==> config.mk <==
export PLATFORM = sky130hd
export DESIGN_NAME = pcm_widen_and_gain_top
export DESIGN_NICKNAME = d
export VERILOG_FILES = /design/src/pwg_pkg.sv /design/src/pcm_widen_and_gain_top.sv /design/src/pwg_assemble.sv /design/src/pwg_scale.sv
export SDC_FILE = /design/constraint.sdc
export NUM_CORES = 1
export LEC_CHECK = 0
export ABC_CLOCK_PERIOD_IN_PS = 7100
export BUFFER_PORTS_ARGS = -buffer_cell sky130_fd_sc_hd__buf_2
export CAP_MARGIN = 20
export CORE_MARGIN = 4
export CORE_UTILIZATION = 59
export DETAILED_ROUTE_END_ITERATION = 16
export GPL_TIMING_DRIVEN = 1
export PLACE_DENSITY = 0.88
export SLEW_MARGIN = 20
export SYNTH_ARGS = -nofsm -noshare
export SYNTH_HDL_FRONTEND = slang
export SYNTH_SLANG_ARGS = --single-unit
export TNS_END_PERCENT = 1
==> constraint.sdc <==
create_clock -name aclk -period 7.1 [get_ports aclk]
set_clock_uncertainty 0.1 [all_clocks]
set_input_delay 0 -clock aclk [delete_from_list [all_inputs] [get_ports aclk]]
set_output_delay 0 -clock aclk [all_outputs]
set_load 0.05 [all_outputs]
==> src/pwg_pkg.sv <==
// Shared types and constants for the PCM widen-and-gain block.
// No dependencies; every other file in src imports this package.
`timescale 1ns / 1ps

package pwg_pkg;

    // Field and register widths fixed by the stream format.
    localparam int unsigned BYTE_W        = 8;
    localparam int unsigned SAMPLE_W      = 32;
    localparam int unsigned SAMPLE_BITS_W = 6;
    localparam int unsigned GAIN_W        = 20;
    localparam int unsigned CFG_INDEX_W   = 1;
    localparam int unsigned CFG_DATA_W    = GAIN_W;
    localparam int unsigned PROD_W        = SAMPLE_W + GAIN_W;

    // Configuration register indexes.
    typedef enum logic [CFG_INDEX_W-1:0] {
        REG_SAMPLE_BITS = 1'b0,
        REG_GAIN        = 1'b1
    } cfg_reg_t;

    // Reset values of the configuration registers.
    localparam logic [SAMPLE_BITS_W-1:0] SAMPLE_BITS_RESET = 6'd16;
    localparam logic [GAIN_W-1:0]        GAIN_RESET        = 20'h10000;

    // Supported sample widths.
    localparam logic [SAMPLE_BITS_W-1:0] SAMPLE_BITS_8  = 6'd8;
    localparam logic [SAMPLE_BITS_W-1:0] SAMPLE_BITS_16 = 6'd16;
    localparam logic [SAMPLE_BITS_W-1:0] SAMPLE_BITS_24 = 6'd24;

    // Offset that turns unsigned 8-bit PCM into two's complement.
    localparam logic [BYTE_W-1:0] OFFSET_8BIT = 8'h80;

    // Saturation limits for the signed 32-bit result.
    localparam logic [SAMPLE_W-1:0] SAT_POS = 32'h7FFF_FFFF;
    localparam logic [SAMPLE_W-1:0] SAT_NEG = 32'h8000_0000;

    // Side information that travels with every result beat.
    typedef struct packed {
        logic sample_valid;
        logic format_error;
        logic end_of_stream;
    } item_flags_t;

endpackage

==> src/pcm_widen_and_gain_top.sv <==
// PCM widen-and-gain top level: configuration registers, byte assembler and
// gain stage. Depends on pwg_pkg, pwg_assemble and pwg_scale.
// The byte that finishes a beat passes the assembler, product and output registers to m_tvalid.
// Throughput: one input byte per cycle unless m_tready stalls; three register stages, one multiplier.
// Reset (aresetn low, synchronous) empties the pipeline, clears the partial
// sample and sets sample_bits to 16 and gain to unity.
`timescale 1ns / 1ps

module pcm_widen_and_gain_top #(
    parameter int unsigned GAIN_FRAC_BITS = 16
) (
    input  logic                              aclk,
    input  logic                              aresetn,
    // Configuration write port.
    input  logic                              cfg_we,
    input  logic [pwg_pkg::CFG_INDEX_W-1:0]   cfg_index,
    input  logic [pwg_pkg::CFG_DATA_W-1:0]    cfg_wdata,
    // Input byte stream.
    input  logic                              s_tvalid,
    output logic                              s_tready,
    input  logic [7:0]                        s_tdata,   // [7:0] data_byte
    input  logic                              s_tlast,   // last_byte
    // Result stream.
    output logic                              m_tvalid,
    input  logic                              m_tready,
    output logic [31:0]                       m_tdata,   // [31:0] sample_out
    output logic [1:0]                        m_tuser,   // [0] sample_valid, [1] format_error
    output logic                              m_tlast    // end_of_stream
);
    import pwg_pkg::*;

    logic [SAMPLE_BITS_W-1:0] sample_bits_reg, sample_bits_next;
    logic [GAIN_W-1:0]        gain_reg, gain_next;
    logic                     clear_acc;

    logic                     a_valid;
    logic                     a_ready;
    logic [SAMPLE_W-1:0]      a_mag;
    logic                     a_neg;
    item_flags_t              a_flags;
    item_flags_t              m_flags;

    // Configuration registers; a sample_bits write restarts sample assembly.
    always_comb begin
        sample_bits_next = sample_bits_reg;
        gain_next        = gain_reg;
        clear_acc        = 1'b0;
        if (cfg_we) begin
            case (cfg_reg_t'(cfg_index))
                REG_SAMPLE_BITS: begin
                    sample_bits_next = cfg_wdata[SAMPLE_BITS_W-1:0];
                    clear_acc        = 1'b1;
                end
                REG_GAIN: begin
                    gain_next = cfg_wdata[GAIN_W-1:0];
                end
                default: begin
                    gain_next = gain_reg;
                end
            endcase
        end
    end

    always_ff @(posedge aclk) begin
        if (!aresetn) begin
            sample_bits_reg <= SAMPLE_BITS_RESET;
            gain_reg        <= GAIN_RESET;
        end else begin
            sample_bits_reg <= sample_bits_next;
            gain_reg        <= gain_next;
        end
    end

    pwg_assemble u_assemble (
        .aclk        (aclk),
        .aresetn     (aresetn),
        .sample_bits (sample_bits_reg),
        .clear_i     (clear_acc),
        .in_valid    (s_tvalid),
        .in_ready    (s_tready),
        .in_byte     (s_tdata),
        .in_last     (s_tlast),
        .out_valid   (a_valid),
        .out_ready   (a_ready),
        .out_mag     (a_mag),
        .out_neg     (a_neg),
        .out_flags   (a_flags)
    );

    pwg_scale #(
        .GAIN_FRAC_BITS (GAIN_FRAC_BITS)
    ) u_scale (
        .aclk       (aclk),
        .aresetn    (aresetn),
        .gain       (gain_reg),
        .in_valid   (a_valid),
        .in_ready   (a_ready),
        .in_mag     (a_mag),
        .in_neg     (a_neg),
        .in_flags   (a_flags),
        .out_valid  (m_tvalid),
        .out_ready  (m_tready),
        .out_sample (m_tdata),
        .out_flags  (m_flags)
    );

    // Flags of the result beat onto the stream sideband.
    assign m_tuser = {m_flags.format_error, m_flags.sample_valid};
    assign m_tlast = m_flags.end_of_stream;

endmodule

==> src/pwg_assemble.sv <==
// Byte assembler: gathers little-endian bytes into one sample, widens it to
// a left-justified 32-bit word and splits it into sign and magnitude.
// Depends on pwg_pkg.
`timescale 1ns / 1ps

module pwg_assemble (
    input  logic                               aclk,
    input  logic                               aresetn,
    input  logic [pwg_pkg::SAMPLE_BITS_W-1:0]  sample_bits,
    input  logic                               clear_i,
    input  logic                               in_valid,
    output logic                               in_ready,
    input  logic [pwg_pkg::BYTE_W-1:0]         in_byte,
    input  logic                               in_last,
    output logic                               out_valid,
    input  logic                               out_ready,
    output logic [pwg_pkg::SAMPLE_W-1:0]       out_mag,
    output logic                               out_neg,
    output pwg_pkg::item_flags_t               out_flags
);
    import pwg_pkg::*;

    logic [1:0]          cnt_reg, cnt_next;
    logic [BYTE_W-1:0]   byte0_reg, byte1_reg;
    logic                vld_reg, vld_next;
    logic [SAMPLE_W-1:0] mag_reg, mag_next;
    logic                neg_reg, neg_next;
    item_flags_t         flags_reg, flags_next;

    logic [1:0]          nbytes;
    logic [2:0]          cnt_plus;
    logic                complete;
    logic                fmt_err;
    logic                produce;
    logic                accept;
    logic [SAMPLE_W-1:0] widened;

    assign in_ready = !vld_reg || out_ready;
    assign accept   = in_valid && in_ready;

    // Bytes per sample for the configured width; zero means unsupported.
    always_comb begin
        case (sample_bits)
            SAMPLE_BITS_8:  nbytes = 2'd1;
            SAMPLE_BITS_16: nbytes = 2'd2;
            SAMPLE_BITS_24: nbytes = 2'd3;
            default:        nbytes = 2'd0;
        endcase
    end

    assign fmt_err  = (nbytes == 2'd0);
    assign cnt_plus = {1'b0, cnt_reg} + 3'd1;
    assign complete = !fmt_err && (cnt_plus >= {1'b0, nbytes});
    assign produce  = fmt_err || complete || in_last;

    // Left-justify the finished sample; 8-bit data is offset to signed.
    always_comb begin
        case (nbytes)
            2'd1:    widened = {in_byte ^ OFFSET_8BIT, 24'd0};
            2'd2:    widened = {in_byte, byte0_reg, 16'd0};
            2'd3:    widened = {in_byte, byte1_reg, byte0_reg, 8'd0};
            default: widened = '0;
        endcase
    end

    // Result beat toward the gain stage.
    always_comb begin
        vld_next   = vld_reg;
        mag_next   = mag_reg;
        neg_next   = neg_reg;
        flags_next = flags_reg;
        if (out_ready) begin
            vld_next = 1'b0;
        end
        if (accept && produce) begin
            vld_next                 = 1'b1;
            flags_next.sample_valid  = complete;
            flags_next.format_error  = fmt_err;
            flags_next.end_of_stream = in_last;
            if (complete) begin
                neg_next = widened[SAMPLE_W-1];
                mag_next = widened[SAMPLE_W-1] ? (~widened + 32'd1) : widened;
            end else begin
                neg_next = 1'b0;
                mag_next = '0;
            end
        end
    end

    // Byte count; a width change or any finished beat restarts the sample.
    always_comb begin
        cnt_next = cnt_reg;
        if (clear_i) begin
            cnt_next = 2'd0;
        end else if (accept) begin
            if (produce) begin
                cnt_next = 2'd0;
            end else begin
                cnt_next = cnt_plus[1:0];
            end
        end
    end

    always_ff @(posedge aclk) begin
        if (!aresetn) begin
            cnt_reg <= 2'd0;
            vld_reg <= 1'b0;
        end else begin
            cnt_reg <= cnt_next;
            vld_reg <= vld_next;
        end
    end

    // Partial bytes are held by position; the count says which are live.
    always_ff @(posedge aclk) begin
        mag_reg   <= mag_next;
        neg_reg   <= neg_next;
        flags_reg <= flags_next;
        if (accept && !produce) begin
            if (cnt_reg == 2'd0) begin
                byte0_reg <= in_byte;
            end else begin
                byte1_reg <= in_byte;
            end
        end
    end

    assign out_valid = vld_reg;
    assign out_mag   = mag_reg;
    assign out_neg   = neg_reg;
    assign out_flags = flags_reg;

endmodule

==> src/pwg_scale.sv <==
// Gain stage: multiplies the sample magnitude by the unsigned fixed-point
// gain, then truncates, saturates and restores the sign. Depends on pwg_pkg.
`timescale 1ns / 1ps

module pwg_scale #(
    parameter int unsigned GAIN_FRAC_BITS = 16
) (
    input  logic                          aclk,
    input  logic                          aresetn,
    input  logic [pwg_pkg::GAIN_W-1:0]    gain,
    input  logic                          in_valid,
    output logic                          in_ready,
    input  logic [pwg_pkg::SAMPLE_W-1:0]  in_mag,
    input  logic                          in_neg,
    input  pwg_pkg::item_flags_t          in_flags,
    output logic                          out_valid,
    input  logic                          out_ready,
    output logic [pwg_pkg::SAMPLE_W-1:0]  out_sample,
    output pwg_pkg::item_flags_t          out_flags
);
    import pwg_pkg::*;

    // Product stage.
    logic                p_vld_reg, p_vld_next;
    logic [PROD_W-1:0]   prod_reg;
    logic                p_neg_reg;
    item_flags_t         p_flags_reg;

    // Output stage.
    logic                o_vld_reg, o_vld_next;
    logic [SAMPLE_W-1:0] o_sample_reg, o_sample_next;
    item_flags_t         o_flags_reg;

    logic                o_rdy;
    logic                p_rdy;
    logic [PROD_W-1:0]   q;
    logic                over;

    assign o_rdy    = !o_vld_reg || out_ready;
    assign p_rdy    = !p_vld_reg || o_rdy;
    assign in_ready = p_rdy;

    assign p_vld_next = p_rdy ? in_valid : p_vld_reg;
    assign o_vld_next = o_rdy ? p_vld_reg : o_vld_reg;

    // Truncate the fraction, then clamp to the signed 32-bit range.
    assign q    = prod_reg >> GAIN_FRAC_BITS;
    assign over = |q[PROD_W-1:SAMPLE_W-1];

    always_comb begin
        if (p_neg_reg) begin
            o_sample_next = over ? SAT_NEG : (~q[SAMPLE_W-1:0] + 32'd1);
        end else begin
            o_sample_next = over ? SAT_POS : q[SAMPLE_W-1:0];
        end
    end

    always_ff @(posedge aclk) begin
        if (!aresetn) begin
            p_vld_reg <= 1'b0;
            o_vld_reg <= 1'b0;
        end else begin
            p_vld_reg <= p_vld_next;
            o_vld_reg <= o_vld_next;
        end
    end

    always_ff @(posedge aclk) begin
        if (p_rdy) begin
            prod_reg    <= PROD_W'(in_mag) * PROD_W'(gain);
            p_neg_reg   <= in_neg;
            p_flags_reg <= in_flags;
        end
        if (o_rdy) begin
            o_sample_reg <= o_sample_next;
            o_flags_reg  <= p_flags_reg;
        end
    end

    assign out_valid  = o_vld_reg;
    assign out_sample = o_sample_reg;
    assign out_flags  = o_flags_reg;

endmodule
==> flow_summary.yaml <==
grt:
  first_global_vias: 18160
  grtUsageTotal_pct: 27.83
  maximum_number_of_pins_on_one_net_before_global_route_repair: 41
  global_route_wire_length_before_repair_mm: 91.27
  grt_overflow_total: 0
  antenna_found_initial: 0
clock_tree:
  clock_sinks: 150
  tritoncts: "yes"
  cts_buffer_depth: 2
  cts.htree.levels: 4
  cts_made_buffers: 17
  cts_root_buffer: "clkbuf_16"
  worst_setup_hold_path_clk_slew_ns: 0.06
  clk_latency_ns: 0.44
drt:
  drt-vias-per-instance: 5.626
  detail_route.wl_per_cell_um: 18.55
  met2WireLength_mm: 27.01
  met3_wirelength_mm: 5.646
  antenna_violating_nets_post_route: 0
  routed-via-count: 16880
  drtIter0Drc: 1424
  route.final.wire_length_mm: 55.65
  dr.max_layer_used: "met4"
  m1WireLength_mm: 21.03
  firstDrtPassIters: 8
  route.detailed.drc: 0
sta:
  setup-tns-final_ns: 0
  finalSetupViolations: 0
  max_clock_freq_ghz: 0.1437
  timing.final.crit_share_pct: 98.04
  final.hold.worst_slack_ns: 0.1920
  final.min_clock_period_ns: 6.961
  slew_headroom_pct: 31.20
  rsz0062_at_grt: "yes"
  timing.final.hold_violations: 0
  final_max_slew_viol_count: 0
  fin_ws_ns: 0.1394
  worstMarginPinSlew_ns: 1.031
setup_path:
  critical_path.endpoint_type: "flop"
  timing.critical_path.required_ns: 7.18
  cp_data_arrival_time_ns: 7.04
  path_class: "flop to flop"
  critical_path.startpoint_type: "flop"
  critical_path.max_fanout: 12
logic_synthesis:
  synth-xor-area-share_pct: 3.083
  post_synth_instance_area_um2: 22160
  synthSimpleGateAreaFrac_pct: 17.55
  count_of_distinct_cell_types_in_the_synthesized_netlist: 62
  synth_async_sr_flop_share_pct: 0
  main_combinational_cell_family_by_area_after_synthesis: "adder cells"
  synth.largest_area_cell: "fa_1"
  synthFlopType: "edfxtp_1"
  postSynthCellCount: 2359
  synth_edf_count: 119
  synth_top_cells_by_area: "fa_1 (35%), edfxtp_1 (16%), ha_1 (8.9%)"
  yosys_register_bits: 150
  muxShareOfSynthArea_pct: 0.6550
  post_synth_fa_ha_maj_area_fraction_pct: 44.28
  synth.avg_cell_area_um2: 9.394
  syn-num-nets: 2943
  synth_sequential_area_ratio_pct: 18.93
  synth_warnings: 0
  synth_compound_gate_area_share_pct: 6.053
  synth.top_cell.area_share_pct: 35.41
die:
  rows: 70
  die_area_um2: 40720
  die_x_um: 201.8
  fp.coreArea_um2: 36870
  fp.dieH_um: 201.8
  start_util_pct: 60.10
  io_pins: 72
pwr:
  power.ir.vdd_worst_mv: 0.2035
  power_density_nw_per_um2: 219.3
  leakage_nw: 12.03
place:
  dpl_worst_slack_ns: 0.02885
  finalWeightedCongestion: 0.9880
  placedInstanceArea_um2: 23320
  port_buffers: 71
  hpwl_mm: 44.04
finish:
  design.final.nets: 3067
  synthToLayoutAreaGrowth_pct: 11.03
  num_antenna_cells: 0
  design_area_um2: 24600
  final_layout_size_suffix_gt1_share_pct: 9.936
  largest_register_ffs: 36
outcome:
  run_status: "complete, no violations"
min_path:
  min_path_type: "input port to flop"
job:
  max-cap-violations: 0
==> timing repair <==
item / in CTS / in global routing
endpoints found under the hold margin: 56 / 0
gates resized for setup: 0 / 26
setup buffers: 0 / 24
setup endpoints to repair: 0 / 14
hold buffers: 48 / 0
==> Yosys cell counts, types with 5 or more instances <==
master	count
o31ai_1	7
o21ai_0	46
o211ai_1	7
a21oi_1	78
mux2i_1	10
or3_1	9
xnor2_1	27
ha_1	157
inv_1	440
and3_1	6
a21o_1	11
nand2b_1	5
nor3_1	20
nor2b_1	17
o21a_1	5
nand4_1	12
nand2_1	341
a21boi_0	21
dfxtp_1	31
nor2_1	96
nand3_1	11
clkbuf_1	115
and2_1	252
edfxtp_1	119
xor2_1	51
fa_1	392
==> where the power goes <==
group	internal, mW	leakage [nW]	switching, mW	total (mW)
clock network	0.505	0.288	0.387	0.893
logic	1.15	10.2	1.91	3.06
registers	1.28	1.49	0.166	1.44
==> kinds of logic (layout without fill, tap and decap cells) <==
group                    Yosys count  count (layout)
buffers and inverters            558             695
multiplexers                      14              14
flip-flops                       150             150
XOR/XNOR                          78              78
AND/OR/NAND/NOR                  796             796
AO/OA/AOI/OAI                    214             214
adder cells (fa/ha/maj)          549             549
==> metrics by stage <==
step / utilization (%) / std cells / power, mW
after detailed placement: 63.24 / 2896 / 4.422
after global routing: 66.73 / 3000 / 5.818
after floorplan: - / 2359 / 3.590
final: 66.73 / 3000 / 5.396
after CTS: 66.11 / 2976 / 5.357
after global placement: 63.24 / 2896 / 4.317
==> final cells by class <==
| type | count | area (um^2) |
|---|---|---|
| clock inverters | 10 | 83.83 |
| clock buffers | 22 | 496.7 |
| fillers | 2631 | 12270 |
| repair buffers | 222 | 1619 |
| flip-flops and latches | 150 | 4212 |
| multi-input cells | 1651 | 15910 |
| inverters | 441 | 1655 |
| well taps | 504 | 630.6 |
==> worst max-delay path, cell delays in order, from the launching register on <==
cell       delay (ns)
edfxtp_1         0.51
buf_4            0.24
and2_1           0.18
fa_1             0.53
inv_1            0.05
fa_1             0.48
fa_1             0.52
inv_1            0.05
fa_1             0.55
fa_1             0.44
fa_1             0.53
inv_1            0.07
fa_1             0.53
inv_1            0.04
ha_1             0.38
a21oi_1          0.26
o211ai_1         0.13
o2111ai_1        0.12
nand2_1          0.11
a21oi_1          0.22
nand2_1          0.12
a2111o_1         0.40
xor2_1           0.15
==> cells in the final DEF, fill, tap and decap left out, types with 5 or more instances in the layout <==
cell type,n
clkbuf_16,19
a21o_1,11
a21oi_1,77
nor2_1,95
buf_2,71
o31ai_1,7
nand3_1,11
ha_1,156
nand2b_1,5
dfxtp_1,17
clkinv_4,5
o21ai_0,43
xor2_1,51
o211ai_1,7
inv_1,440
xnor2_1,27
dlygate4sd3_1,48
and3_1,6
a21boi_0,21
buf_4,101
dfxtp_2,14
nor3_1,20
nor2b_1,17
edfxtp_1,119
o21a_1,5
fa_1,392
and2_1,252
nand2_1,340
nand4_1,12
mux2i_1,10
or3_1,9
==> metal layers <==
metal | global-route usage, % | vias to the layer above
met1 | 35.46 | 8312
met3 | 7.524 | 189
li1 | - | 7476
met2 | 46.28 | 900
met5 | 0 | -
met4 | 9.790 | 0
==> path summary, 6_finish.rpt <==
check	start	end	slack [ns]	depth (start not counted)
max	u_assemble.out_mag[21]	u_scale.prod_reg[49]	0.14	22
min	cfg_we	u_assemble.cnt_reg[0]	0.19	4
max reg2reg	u_assemble.out_mag[21]	u_scale.prod_reg[49]	0.14	22
min reg2reg	u_assemble.out_flags[1]	u_scale.p_flags_reg[1]	0.32	0
Power figures use the tool's default switching activity.
